==> src/design/dra_pkg.sv <==
`timescale 1ns / 1ps
`default_nettype none
// ----------------------------------------------------------------------------
// dra_pkg
// Shared types and codes for the DNS reply A-record parser.
// ----------------------------------------------------------------------------
package dra_pkg;

	// one byte of the reply message
	typedef struct packed {
		logic [7:0] data_byte;
		logic       last_byte;
	} byte_item_t;

	// one verdict per message
	typedef struct packed {
		logic [2:0]  status;
		logic [3:0]  response_code;
		logic [31:0] address;
		logic [31:0] time_to_live;
	} verdict_item_t;

	typedef enum logic [2:0] {
		ST_FOUND    = 3'd0,
		ST_SHORT    = 3'd1,
		ST_NOT_RESP = 3'd2,
		ST_RCODE    = 3'd3,
		ST_TRUNC    = 3'd4,
		ST_NO_A     = 3'd5
	} status_t;

	typedef enum logic [3:0] {
		PH_HEADER = 4'd0,
		PH_QNAME  = 4'd1,
		PH_QPTR   = 4'd2,
		PH_QTAIL  = 4'd3,
		PH_ANAME  = 4'd4,
		PH_APTR   = 4'd5,
		PH_AFIXED = 4'd6,
		PH_ADATA  = 4'd7,
		PH_DONE   = 4'd8
	} phase_t;

	localparam logic [3:0]  HEADER_LAST_IDX = 4'd11;
	localparam logic [3:0]  QTAIL_LAST_IDX  = 4'd3;
	localparam logic [3:0]  AFIXED_LAST_IDX = 4'd9;
	localparam logic [15:0] FLAG_RESPONSE   = 16'h8000;
	localparam logic [15:0] FLAG_RCODE      = 16'h000F;
	localparam logic [1:0]  PTR_MARK        = 2'b11;
	localparam logic [15:0] TYPE_A          = 16'd1;
	localparam logic [15:0] CLASS_IN        = 16'd1;
	localparam logic [15:0] A_DATA_LEN      = 16'd4;

endpackage
`default_nettype wire

==> src/design/dra_parser.sv <==
`timescale 1ns / 1ps
`default_nettype none
// ----------------------------------------------------------------------------
// dra_parser
// Per-byte parse state and its next-state logic; forms the verdict on the
// final byte and returns to the header phase after it.
// ----------------------------------------------------------------------------
module dra_parser (
	input  logic                   clk,
	input  logic                   arst_n,
	input  logic                   step,
	input  dra_pkg::byte_item_t    item,
	output dra_pkg::verdict_item_t result
);
	import dra_pkg::*;

	phase_t      phase_q,      phase_n;
	logic [3:0]  idx_q,        idx_n;
	logic [15:0] flags_q,      flags_n;
	logic [15:0] qleft_q,      qleft_n;
	logic [15:0] aleft_q,      aleft_n;
	logic [7:0]  label_q,      label_n;
	logic [15:0] rtype_q,      rtype_n;
	logic [15:0] rclass_q,     rclass_n;
	logic [31:0] ttl_q,        ttl_n;
	logic [15:0] dleft_q,      dleft_n;
	logic [31:0] addr_q,       addr_n;
	status_t     verdict_q,    verdict_n;
	logic [7:0]  b;
	logic        name_end;
	logic [15:0] cnt_dec;
	status_t     st;

	always_comb begin
		phase_n   = phase_q;
		idx_n     = idx_q;
		flags_n   = flags_q;
		qleft_n   = qleft_q;
		aleft_n   = aleft_q;
		label_n   = label_q;
		rtype_n   = rtype_q;
		rclass_n  = rclass_q;
		ttl_n     = ttl_q;
		dleft_n   = dleft_q;
		addr_n    = addr_q;
		verdict_n = verdict_q;
		b         = item.data_byte;
		name_end  = 1'b0;
		cnt_dec   = '0;

		unique case (phase_q)
			PH_HEADER: begin
				case (idx_q)
					4'd2: flags_n[15:8] = b;
					4'd3: flags_n[7:0]  = b;
					4'd4: qleft_n[15:8] = b;
					4'd5: qleft_n[7:0]  = b;
					4'd6: aleft_n[15:8] = b;
					4'd7: aleft_n[7:0]  = b;
					default: ;
				endcase
				idx_n = idx_q + 4'd1;
				if (idx_q == HEADER_LAST_IDX) begin
					idx_n   = '0;
					label_n = '0;
					if ((flags_n & FLAG_RESPONSE) == '0) begin
						verdict_n = ST_NOT_RESP;
						phase_n   = PH_DONE;
					end else if ((flags_n & FLAG_RCODE) != '0) begin
						verdict_n = ST_RCODE;
						phase_n   = PH_DONE;
					end else if (qleft_n != '0) begin
						phase_n = PH_QNAME;
					end else if (aleft_n == '0) begin
						verdict_n = ST_NO_A;
						phase_n   = PH_DONE;
					end else begin
						phase_n = PH_ANAME;
					end
				end
			end
			PH_QNAME, PH_ANAME: begin
				if (label_q != '0) begin
					label_n = label_q - 8'd1;
				end else if (b[7:6] == PTR_MARK) begin
					phase_n = (phase_q == PH_QNAME) ? PH_QPTR : PH_APTR;
				end else if (b == '0) begin
					name_end = 1'b1;
				end else begin
					label_n = b;
				end
				if (name_end) begin
					phase_n = (phase_q == PH_QNAME) ? PH_QTAIL : PH_AFIXED;
					idx_n   = '0;
				end
			end
			PH_QPTR: begin
				phase_n = PH_QTAIL;
				idx_n   = '0;
			end
			PH_APTR: begin
				phase_n = PH_AFIXED;
				idx_n   = '0;
			end
			PH_QTAIL: begin
				idx_n = idx_q + 4'd1;
				if (idx_q == QTAIL_LAST_IDX) begin
					cnt_dec = qleft_q - 16'd1;
					qleft_n = cnt_dec;
					idx_n   = '0;
					label_n = '0;
					if (cnt_dec != '0) begin
						phase_n = PH_QNAME;
					end else if (aleft_q == '0) begin
						verdict_n = ST_NO_A;
						phase_n   = PH_DONE;
					end else begin
						phase_n = PH_ANAME;
					end
				end
			end
			PH_AFIXED: begin
				if (idx_q < 4'd2) begin
					rtype_n = {rtype_q[7:0], b};
				end else if (idx_q < 4'd4) begin
					rclass_n = {rclass_q[7:0], b};
				end else if (idx_q < 4'd8) begin
					ttl_n = {ttl_q[23:0], b};
				end else begin
					dleft_n = {dleft_q[7:0], b};
				end
				idx_n = idx_q + 4'd1;
				if (idx_q == AFIXED_LAST_IDX) begin
					idx_n = '0;
					// anything but a plain IPv4 record has its data skipped
					if (!(rtype_n == TYPE_A && rclass_n == CLASS_IN &&
					      dleft_n == A_DATA_LEN)) begin
						rtype_n = '0;
					end
					if (dleft_n == '0) begin
						cnt_dec = aleft_q - 16'd1;
						aleft_n = cnt_dec;
						label_n = '0;
						if (cnt_dec == '0) begin
							verdict_n = ST_NO_A;
							phase_n   = PH_DONE;
						end else begin
							phase_n = PH_ANAME;
						end
					end else begin
						phase_n = PH_ADATA;
						addr_n  = '0;
					end
				end
			end
			PH_ADATA: begin
				if (rtype_q == TYPE_A) begin
					addr_n = {addr_q[23:0], b};
				end
				dleft_n = dleft_q - 16'd1;
				if (dleft_n == '0) begin
					if (rtype_q == TYPE_A) begin
						verdict_n = ST_FOUND;
						phase_n   = PH_DONE;
					end else begin
						cnt_dec = aleft_q - 16'd1;
						aleft_n = cnt_dec;
						idx_n   = '0;
						label_n = '0;
						if (cnt_dec == '0) begin
							verdict_n = ST_NO_A;
							phase_n   = PH_DONE;
						end else begin
							phase_n = PH_ANAME;
						end
					end
				end
			end
			default: ;
		endcase

		// verdict as seen after this byte
		if (phase_n == PH_HEADER) begin
			st                   = ST_SHORT;
			result.response_code = '0;
		end else begin
			st                   = (phase_n == PH_DONE) ? verdict_n : ST_TRUNC;
			result.response_code = flags_n[3:0];
		end
		result.status       = st;
		result.address      = (st == ST_FOUND) ? addr_n : '0;
		result.time_to_live = (st == ST_FOUND) ? ttl_n : '0;
	end

	always_ff @(posedge clk or negedge arst_n) begin
		if (!arst_n) begin
			phase_q   <= PH_HEADER;
			idx_q     <= '0;
			flags_q   <= '0;
			qleft_q   <= '0;
			aleft_q   <= '0;
			label_q   <= '0;
			rtype_q   <= '0;
			rclass_q  <= '0;
			ttl_q     <= '0;
			dleft_q   <= '0;
			addr_q    <= '0;
			verdict_q <= ST_TRUNC;
		end else if (step) begin
			if (item.last_byte) begin
				phase_q   <= PH_HEADER;
				idx_q     <= '0;
				flags_q   <= '0;
				qleft_q   <= '0;
				aleft_q   <= '0;
				label_q   <= '0;
				rtype_q   <= '0;
				rclass_q  <= '0;
				ttl_q     <= '0;
				dleft_q   <= '0;
				addr_q    <= '0;
				verdict_q <= ST_TRUNC;
			end else begin
				phase_q   <= phase_n;
				idx_q     <= idx_n;
				flags_q   <= flags_n;
				qleft_q   <= qleft_n;
				aleft_q   <= aleft_n;
				label_q   <= label_n;
				rtype_q   <= rtype_n;
				rclass_q  <= rclass_n;
				ttl_q     <= ttl_n;
				dleft_q   <= dleft_n;
				addr_q    <= addr_n;
				verdict_q <= verdict_n;
			end
		end
	end

endmodule
`default_nettype wire

==> src/design/dra_out_reg.sv <==
`timescale 1ns / 1ps
`default_nettype none
// ----------------------------------------------------------------------------
// dra_out_reg
// Verdict holding register on the output channel.
// ----------------------------------------------------------------------------
module dra_out_reg (
	input  logic                   clk,
	input  logic                   arst_n,
	input  logic                   load,
	input  dra_pkg::verdict_item_t load_item,
	output logic                   free,
	output logic                   valid,
	input  logic                   stall,
	output dra_pkg::verdict_item_t item
);
	import dra_pkg::*;

	logic          valid_q;
	verdict_item_t item_q;

	// slot opens when empty or when the held verdict transfers this cycle
	assign free  = !valid_q || !stall;
	assign valid = valid_q;
	assign item  = item_q;

	always_ff @(posedge clk or negedge arst_n) begin
		if (!arst_n) begin
			valid_q <= 1'b0;
		end else if (load) begin
			valid_q <= 1'b1;
		end else if (!stall) begin
			valid_q <= 1'b0;
		end
	end

	always_ff @(posedge clk) begin
		if (load) begin
			item_q <= load_item;
		end
	end

endmodule
`default_nettype wire

==> src/design/dns_reply_a_record_parser.sv <==
`timescale 1ns / 1ps
`default_nettype none
// ----------------------------------------------------------------------------
// dns_reply_a_record_parser
// Parses a DNS reply byte stream and reports the first A record per message.
// ----------------------------------------------------------------------------
// usage
//  - byte channel (byte_valid / byte_stall / byte_item): one message byte per
//    transfer, last_byte set on the final byte of each message
//  - verdict channel (verdict_valid / verdict_stall / verdict_item): exactly
//    one verdict per message, produced by its final byte
//  - a byte is registered at its transfer and then walked through the parse
//    logic; the verdict of the final byte is loaded into the verdict register
//    and shows on verdict_valid from there
//  - throughput is one byte per cycle while no final byte waits for the slot
//  - a held verdict does not block bytes that produce no verdict; only a
//    final byte waits for the verdict slot, and byte_stall rises then
//  - reset empties both registers and puts the parser in the header phase;
//    after each final byte the parser returns to the header phase by itself
// ----------------------------------------------------------------------------
module dns_reply_a_record_parser (
	input  logic                   clk,
	input  logic                   arst_n,
	input  logic                   byte_valid,
	output logic                   byte_stall,
	input  dra_pkg::byte_item_t    byte_item,
	output logic                   verdict_valid,
	input  logic                   verdict_stall,
	output dra_pkg::verdict_item_t verdict_item
);
	import dra_pkg::*;

	logic          valid_s1;
	byte_item_t    item_s1;
	logic          slot_free;
	logic          advance;
	verdict_item_t result;

	// a final byte needs the verdict slot, other bytes always move on
	assign advance    = valid_s1 && (!item_s1.last_byte || slot_free);
	assign byte_stall = valid_s1 && !advance;

	always_ff @(posedge clk or negedge arst_n) begin
		if (!arst_n) begin
			valid_s1 <= 1'b0;
		end else if (!byte_stall) begin
			valid_s1 <= byte_valid;
		end
	end

	always_ff @(posedge clk) begin
		if (byte_valid && !byte_stall) begin
			item_s1 <= byte_item;
		end
	end

	dra_parser u_parser (
		.clk    (clk),
		.arst_n (arst_n),
		.step   (advance),
		.item   (item_s1),
		.result (result)
	);

	dra_out_reg u_out (
		.clk       (clk),
		.arst_n    (arst_n),
		.load      (advance && item_s1.last_byte),
		.load_item (result),
		.free      (slot_free),
		.valid     (verdict_valid),
		.stall     (verdict_stall),
		.item      (verdict_item)
	);

endmodule
`default_nettype wire
==> config.mk <==
export PLATFORM = sky130hd
export DESIGN_NAME = dns_reply_a_record_parser
export DESIGN_NICKNAME = d
export VERILOG_FILES = /design/src/design/dra_pkg.sv /design/src/design/dra_parser.sv /design/src/design/dra_out_reg.sv /design/src/design/dns_reply_a_record_parser.sv
export SDC_FILE = /design/constraint.sdc
export NUM_CORES = 1
export LEC_CHECK = 0
export ABC_CLOCK_PERIOD_IN_PS = 8650
export BUFFER_PORTS_ARGS = -buffer_cell sky130_fd_sc_hd__buf_2
export CELL_PAD_IN_SITES_DETAIL_PLACEMENT = 0
export CELL_PAD_IN_SITES_GLOBAL_PLACEMENT = 1
export CORE_UTILIZATION = 53
export DETAILED_ROUTE_END_ITERATION = 8
export GPL_TIMING_DRIVEN = 0
export PLACE_DENSITY_LB_ADDON = 0.1
export REMOVE_ABC_BUFFERS = 1
export SYNTH_ARGS = -nofsm -noshare
export SYNTH_HDL_FRONTEND = slang
export SYNTH_SLANG_ARGS = --single-unit
==> constraint.sdc <==
create_clock -name clk -period 8.65 [get_ports clk]
set_clock_uncertainty 0.2 [all_clocks]
set_input_delay 0.4325 -clock clk [delete_from_list [all_inputs] [get_ports clk]]
set_output_delay 0.4325 -clock clk [all_outputs]
set_load 0.005 [all_outputs]
==> impl_metrics.toml, run 1 <==
[synthesis]
synth_most_common_cell = "sky130_fd_sc_hd__dfrtp_1"
ys_ff_latch = 250
synth.area.top_cells = "sky130_fd_sc_hd__dfrtp_1 31%, sky130_fd_sc_hd__edfxtp_1 18%, sky130_fd_sc_hd__a22o_1 7.1%"
ys.warnings.count = 0
yosys.area.top_type = "sky130_fd_sc_hd__dfrtp_1"
proportion_of_netlist_area_held_by_the_largest_area_contributor = 0.309
synthTopCellsByCount = "169 x sky130_fd_sc_hd__dfrtp_1, 111 x sky130_fd_sc_hd__a22o_1, 102 x sky130_fd_sc_hd__o21ai_0, 97 x sky130_fd_sc_hd__clkbuf_1, 95 x sky130_fd_sc_hd__nor2_1"
synth_area_um2 = 13700
post_synth_inst_count = 1329
avgSynthCellArea_um2 = 10.3
synthDistinctLibCells = 78
ys_dominant_reg_cell = "sky130_fd_sc_hd__dfrtp_1"
async_flop_share = 0.680
synth.yosys.seq_area_share = 0.486
synth_edf_count = 80

[sta]
fmaxAchievable_mhz = 187
final.setup.tns_ns = 0
period_minus_slack_ns = 5.35
hold_slack_ns = 0.258
setup_repair_after_global_routing_missed_its_margin = "false"
final-hold-violation-count = 0
post-route-period-util = 0.618
finalSetupViolCount = 0
drv_slew = 0
tightest_slew_ns = 1.38
maxSlewHeadroom = 0.0800

[route]
detail-route-antenna-nets = 0
wl_per_cell_um = 21.3
routed_via_density = 6.52
number_of_detailed_route_iterations_in_the_first_pass = 5
dr_vias = 11099
iter_0_drt_violations = 961
remaining_drc_errors = 0
postRouteWirelength_um = 36200

[critical_path]
worst-r2r-cell-count = 12
worstSetupEndpoint = "u_out.item[38]"
worstReg2RegStart = "u_parser.dleft_q[0]"
worst-setup-path-type = "reg -> reg"
worstSetupEndpointType = "flop"
startpoint_type = "flop"
crit_arrival_ns = 5.44
path_max_fanout = 36
crit_required_ns = 8.74
worst_setup_path_startpoint = "u_parser.dleft_q[0]"
crit-reg2reg-capture = "u_out.item[38]"
r2r_slack_ns = 3.30

[clock_tree]
cts.clk_slew.worst_paths_ns = 0.06
h_tree_level_count = 1
clock_sinks = 250
cts.repair.resized = 0
cts_tree = "yes"
cts.repair_timing.setup_buffer_count = 0
cts-root-buf = "sky130_fd_sc_hd__clkbuf_16"
cts_made_buffers = 27
worstSkewPairLatency_ns = 0.55
clk_path_buf_depth = 3
cts.hold.buffers_added = 12

[hold_path]
min_path_type = "in -> async"

[outcome]
run_status = "finished clean"

[flow_run]
drv_cap = 0

[floorplanning]
core-area_um2 = 25300
start_util = 0.542
die_h_um = 163
die_w_um = 163
die_area_um2 = 26500
ioPinCount = 86
rows = 58

[finish]
fin_util = 0.610
syn2layout_area_growth_pct = 12.5
count_of_inserted_antenna_diode_cells = 0
design.final.nets = 1377
fraction_of_final_layout_cells_sized_beyond_drive_strength_1 = 0.154

[global_routing]
grt.total_usage = 0.280
grt_start_max_net_pins = 91
grt_pass1_wl_um = 59000
grt_overflow = 0
antenna_violations_before_repair = 0
vias_in_the_first_global_route = 10425

[pwr]
max-vdd-ir-drop_mv = 0.139
power_density_nw_per_um2 = 185
power_leakage_nw = 6.54

[place]
port_buffers = 85
place.gp.congestion = 0.881
place_hpwl_um = 23000
-- layer usage --
| layer | track usage | up-vias | wire length, um |
|---|---|---|---|
| li1 | - | 5168 | - |
| met1 | 0.413 | 5496 | 16600 |
| met2 | 0.444 | 392 | 17000 |
| met3 | 0.0313 | 43 | 2110 |
| met4 | 0.0586 | 0 | 530 |
| met5 | 0 | - | 0 |
-- placed cells by master (no fill, tap or decap), drive strengths merged, types with 32 or more instances in the layout --
cell type and instances:
dfrtp 169, edfxtp 80, mux2i 59, nor4b 73, o21ai 107, buf 100
nor4 32, clkbuf 33, nor2 95, a21oi 45, nand2 88, a22oi 34
nor3 40, a22o 111
-- where the power goes --
part           total [mW]  internal (mW)  switching (mW)
registers            1.32           1.26          0.0617
clock network        1.14          0.652           0.489
logic               0.390          0.149           0.241
total                2.85           2.06           0.792
-- worst max-delay path: stages (launching register included) --
cell and delay (ns):
sky130_fd_sc_hd__dfrtp_1 0.53, sky130_fd_sc_hd__inv_1 0.14, sky130_fd_sc_hd__ha_1 0.27, sky130_fd_sc_hd__or3b_2 0.51, sky130_fd_sc_hd__nor4b_1 0.36, sky130_fd_sc_hd__xor2_1 0.20, sky130_fd_sc_hd__or3_1 0.50, sky130_fd_sc_hd__a211oi_1 0.43
sky130_fd_sc_hd__nand3_1 0.17, sky130_fd_sc_hd__o41a_1 0.35, sky130_fd_sc_hd__a2111o_2 0.66, sky130_fd_sc_hd__buf_12 0.30, sky130_fd_sc_hd__nor4b_1 0.43
-- worst min path at each step --
stage,start,end,cells past startpoint
2_1_floorplan,arst_n,u_out.valid,0
3_3_place_gp,u_parser.rtype_q[9],u_parser.rtype_q[9],1
3_5_place_dp,arst_n,u_parser.addr_q[27],1
4_1_cts,arst_n,u_parser.ttl_q[15],2
5_1_grt,u_parser.rtype_q[8],u_parser.rtype_q[8],1
6_report,arst_n,u_parser.addr_q[27],2
-- cells by family after synthesis --
| kind of cell | count (synthesis) | synth area share |
|---|---|---|
| AOI/OAI and AO/OA | 399 | 0.205 |
| buffers and inverters | 140 | 0.0416 |
| xor gates and xnor gates | 11 | 0.00704 |
| DFF | 250 | 0.486 |
| adders and majority gates | 12 | 0.0108 |
| and+or+nand+nor | 454 | 0.203 |
| muxes | 63 | 0.0464 |
-- final cells by class --
type                            instances  area, um^2
Tap cell                              330         413
Multi-Input combinational cell        939        6530
Inverter                               23        86.3
Fill cell                            2134        9850
Timing Repair Buffer                  112         837
Sequential cell                       250        6660
Clock inverter                         15         134
Clock buffer                           33         749
-- state kept, by name, summed over array words and instances, names as in the netlist --
| name | cells |
|---|---|
| u_out.item | 71 |
| u_parser.addr_q | 32 |
| u_parser.ttl_q | 32 |
| u_parser.aleft_q | 16 |
| u_parser.dleft_q | 16 |
| u_parser.qleft_q | 16 |
| u_parser.rclass_q | 16 |
| u_parser.rtype_q | 16 |
| item_s1 | 9 |
| u_parser.label_q | 8 |
| u_parser.flags_q | 5 |
| u_parser.idx_q | 4 |
| u_parser.phase_q | 4 |
| u_parser.verdict_q | 3 |
| u_out.valid | 1 |
| valid_s1 | 1 |
-- stage by stage --
step / std cells / instance area, um^2 / power (mW) / setup slack (ns)
floorplan: 1212 / 13200 / 1.58 / 3.00
global placement: 1627 / 14000 / 1.71 / -0.202
detailed placement: 1642 / 14400 / 1.72 / 3.36
CTS: 1702 / 15400 / 2.87 / 3.32
global route: 1702 / 15400 / 2.97 / 3.03
finish: 1702 / 15400 / 2.85 / 3.30
No activity file was read; power rests on OpenSTA's default activity.
==> inputs of run 2 (changes only) <==
ABC_AREA = 1   (was not set)
ABC_CLOCK_PERIOD_IN_PS = 5100   (was 8650)
CORE_UTILIZATION = 46   (was 53)
clock period = 5.1 ns   (was 8.65 ns; I/O delays follow)
==> run 2 against run 1 <==
The flow now finishes with violations (design-rule violations, negative hold slack); die area up 22%; clock power up 89%; non-clock buffer count down 4; final cell count up 37%; combinational power up 120%; largest cell class unchanged.
==> impl_metrics.toml, run 2 <==
[outcome]
run_status = "finished, violations left"
violations_in_the_final_reports = "design-rule violations, negative hold slack"

[critical_path]
startpoint_type = "flop"
critPathBufInv = 2
worst-setup-path-type = "reg -> reg"
critical-path-top-delay-family = "simple AND/OR/NAND/NOR gates"
crit_required_ns = 5.26
most_frequent_cp_cell = "sky130_fd_sc_hd__nand3_1"
worst-r2r-cell-count = 10
worstSetupEndpointType = "flop"
cp_slowest_stage_delay_ns = 0.85
crit-reg2reg-capture = "u_out.item[32]"
r2r_slack_ns = 0.53
critPathSlowestCell = "sky130_fd_sc_hd__nand3_4"
path_max_fanout = 64
worstReg2RegStart = "u_parser.idx_q[3]"
crit_arrival_ns = 4.73
path_cells = "inv_6 -> nor3_1 -> inv_1 -> nor2_2 -> nand3_1 -> a21oi_1 -> nand3_1 -> a21oi_2 -> nand3_4 -> nor3_2"

[route]
met3RoutedLength_um = 1920
highest-signal-layer = "met4"
iter_0_drt_violations = 1033
remaining_drc_errors = 16
postRouteWirelength_um = 40300
detail-route-antenna-nets = 0
wl_met2_um = 17900
number_of_detailed_route_iterations_in_the_first_pass = 9
routed_via_density = 5.52
dr_vias = 12847
m1WireLength_um = 19400
wl_per_cell_um = 17.3

[synthesis]
proportion_of_netlist_area_held_by_the_largest_area_contributor = 0.291
synthTopCellsByCount = "478 x sky130_fd_sc_hd__nand2_1, 229 x sky130_fd_sc_hd__o21ai_0, 199 x sky130_fd_sc_hd__inv_1, 169 x sky130_fd_sc_hd__dfrtp_1, 166 x sky130_fd_sc_hd__nor2_1"
synth_most_common_cell = "sky130_fd_sc_hd__nand2_1"
synth_area_um2 = 14600
post_synth_inst_count = 1854
yosys.area.top_type = "sky130_fd_sc_hd__dfrtp_1"
synthDistinctLibCells = 45
async_flop_share = 0.680
ys_dominant_reg_cell = "sky130_fd_sc_hd__dfrtp_1"
ys.warnings.count = 0
synth_edf_count = 80
synth.area.top_cells = "sky130_fd_sc_hd__dfrtp_1 29%, sky130_fd_sc_hd__edfxtp_1 17%, sky130_fd_sc_hd__nand2_1 12%"
synth.yosys.seq_area_share = 0.457
avgSynthCellArea_um2 = 7.85
ys_ff_latch = 250

[clock_tree]
clk_path_buf_depth = 3
cts-root-buf = "sky130_fd_sc_hd__clkbuf_16"
cts.repair_timing.setup_buffer_count = 0
cts_made_buffers = 30
cts_tree = "yes"
clock_sinks = 250
worstSkewPairLatency_ns = 0.58
cts.clk_slew.worst_paths_ns = 0.06
h_tree_level_count = 1

[place]
place_hpwl_um = 26600
setup_slack_after_placement_ns = 0.0733
port_buffers = 85
place.gp.congestion = 0.901
number_of_placed_cells_counting_well_taps = 2256

[finish]
design.final.nets = 1931
fraction_of_final_layout_cells_sized_beyond_drive_strength_1 = 0.131
mostFrequentLayoutCells = "475 x sky130_fd_sc_hd__nand2_1, 229 x sky130_fd_sc_hd__o21ai_0, 198 x sky130_fd_sc_hd__inv_1, 168 x sky130_fd_sc_hd__dfrtp_1, 163 x sky130_fd_sc_hd__nor2_1"
count_of_inserted_antenna_diode_cells = 0
largest_register_ff_count = 71
fin_util = 0.531
stdcell_count = 2327
syn2layout_area_growth_pct = 12.4
final_common_cell = "sky130_fd_sc_hd__nand2_1"

[global_routing]
grt_overflow = 0
grt.total_usage = 0.249
grt_start_max_net_pins = 109
grt_pass1_wl_um = 65200
antenna_violations_before_repair = 0
vias_in_the_first_global_route = 11967

[pwr]
max-vdd-ir-drop_mv = 0.270
power_leakage_nw = 7.59
power_density_nw_per_um2 = 319

[floorplanning]
start_util = 0.472
die_w_um = 180
die_area_um2 = 32400
core-area_um2 = 30800
ioPinCount = 86
rows = 64
die_h_um = 180

[sta]
drv_slew = 0
fmaxAchievable_mhz = 219
final_critical_path_setup_slack_ns = 0.525
setup_repair_after_global_routing_missed_its_margin = "false"
tightest_slew_ns = 1.22
hold_slack_ns = -0.00678
period_minus_slack_ns = 4.57
maxSlewHeadroom = 0.184
finalSetupViolCount = 0
post-route-period-util = 0.897
final-hold-violation-count = 1

[flow_run]
drv_cap = 0

[hold_path]
min_path_type = "in -> async"
==> run 2: changes by cell type after synthesis, moves of 53 or more <==
| cell | before | now |
|---|---|---|
| sky130_fd_sc_hd__o21ai_0 | 102 | 229 |
| sky130_fd_sc_hd__inv_1 | 21 | 199 |
| sky130_fd_sc_hd__nor3_2 | 1 | 61 |
| sky130_fd_sc_hd__o22ai_1 | 16 | 69 |
| sky130_fd_sc_hd__mux2i_1 | 59 | 0 |
| sky130_fd_sc_hd__nor2_1 | 95 | 166 |
| sky130_fd_sc_hd__nand2_1 | 87 | 478 |
| sky130_fd_sc_hd__nand3_1 | 22 | 78 |
| sky130_fd_sc_hd__a22o_1 | 111 | 1 |
==> run 2: worst reg2reg max path: stages (launching register included) <==
cell and delay (ns):
sky130_fd_sc_hd__dfrtp_2 0.84, sky130_fd_sc_hd__inv_6 0.12, sky130_fd_sc_hd__nor3_1 0.52, sky130_fd_sc_hd__inv_1 0.38, sky130_fd_sc_hd__nor2_2 0.26, sky130_fd_sc_hd__nand3_1 0.14
sky130_fd_sc_hd__a21oi_1 0.17, sky130_fd_sc_hd__nand3_1 0.13, sky130_fd_sc_hd__a21oi_2 0.26, sky130_fd_sc_hd__nand3_4 0.85, sky130_fd_sc_hd__nor3_2 0.50
==> run 2: worst max path at each step <==
stage / startpoint / to / slack, ns / cells after the start
detailed placement: u_parser.idx_q[3] / u_out.item[32] / 0.07 / 10
CTS: u_parser.idx_q[3] / u_out.item[32] / 0.09 / 10
global placement: u_parser.phase_q[3] / u_out.item[70] / -1.59 / 15
global route: u_parser.phase_q[3] / u_out.item[5] / 0.16 / 17
finish: u_parser.idx_q[3] / u_out.item[32] / 0.53 / 10
floorplan: u_parser.phase_q[3] / u_out.item[70] / 0.27 / 15
==> run 2: what timing repair did <==
| action | CTS | global route |
|---|---|---|
| hold buffers | 13 | 0 |
| resized for setup | 0 | 1 |
| endpoints found under the setup margin | 0 | 64 |
| endpoints found under the hold margin | 99 | 0 |
==> run 2: power by group <==
group / total [mW] / switching [mW] / internal [mW]
Sequential: 2.22 / 0.0730 / 2.14
Combinational: 0.854 / 0.600 / 0.254
Clock: 2.15 / 0.869 / 1.28
Total: 5.22 / 1.54 / 3.68
==> run 2: cell type report <==
class | count | area [um^2]
clock buffers | 44 | 873
flip-flops and latches | 250 | 6660
fillers | 2963 | 14500
well taps | 396 | 495
inverters | 210 | 795
clock inverters | 12 | 131
multi-input cells | 1307 | 6650
repair buffers | 108 | 757
==> run 2: cell families (layout without fill, tap and decap cells) <==
logic type      after synthesis  after routing  synth area share
compound gates              423            423             0.167
xor+xnor                      7              7           0.00421
fa+ha+maj                    11             11           0.00946
buf+inv                     297            374            0.0874
flops                       250            250             0.457
simple gates                866            866             0.275
==> run 2: routing by layer <==
metal / track usage / vias to the layer above
li1: - / 6378
met1: 0.364 / 6072
met2: 0.389 / 330
met3: 0.0310 / 67
met4: 0.0693 / 0
met5: 0 / -
==> run 2: metrics by stage <==
| stage | hold slack, ns | setup TNS [ns] | area (um^2) | power, mW |
|---|---|---|---|---|
| CTS | 0.0205 | 0 | 16300 | 5.26 |
| global route | 0.0442 | 0 | 16400 | 5.48 |
| finish | -0.00678 | 0 | 16400 | 5.22 |
| global placement | 0.231 | -211.68 | 15000 | 3.08 |
| detailed placement | 0.0404 | 0 | 15200 | 3.09 |
| floorplan | -0.241 | 0 | 14100 | 2.81 |
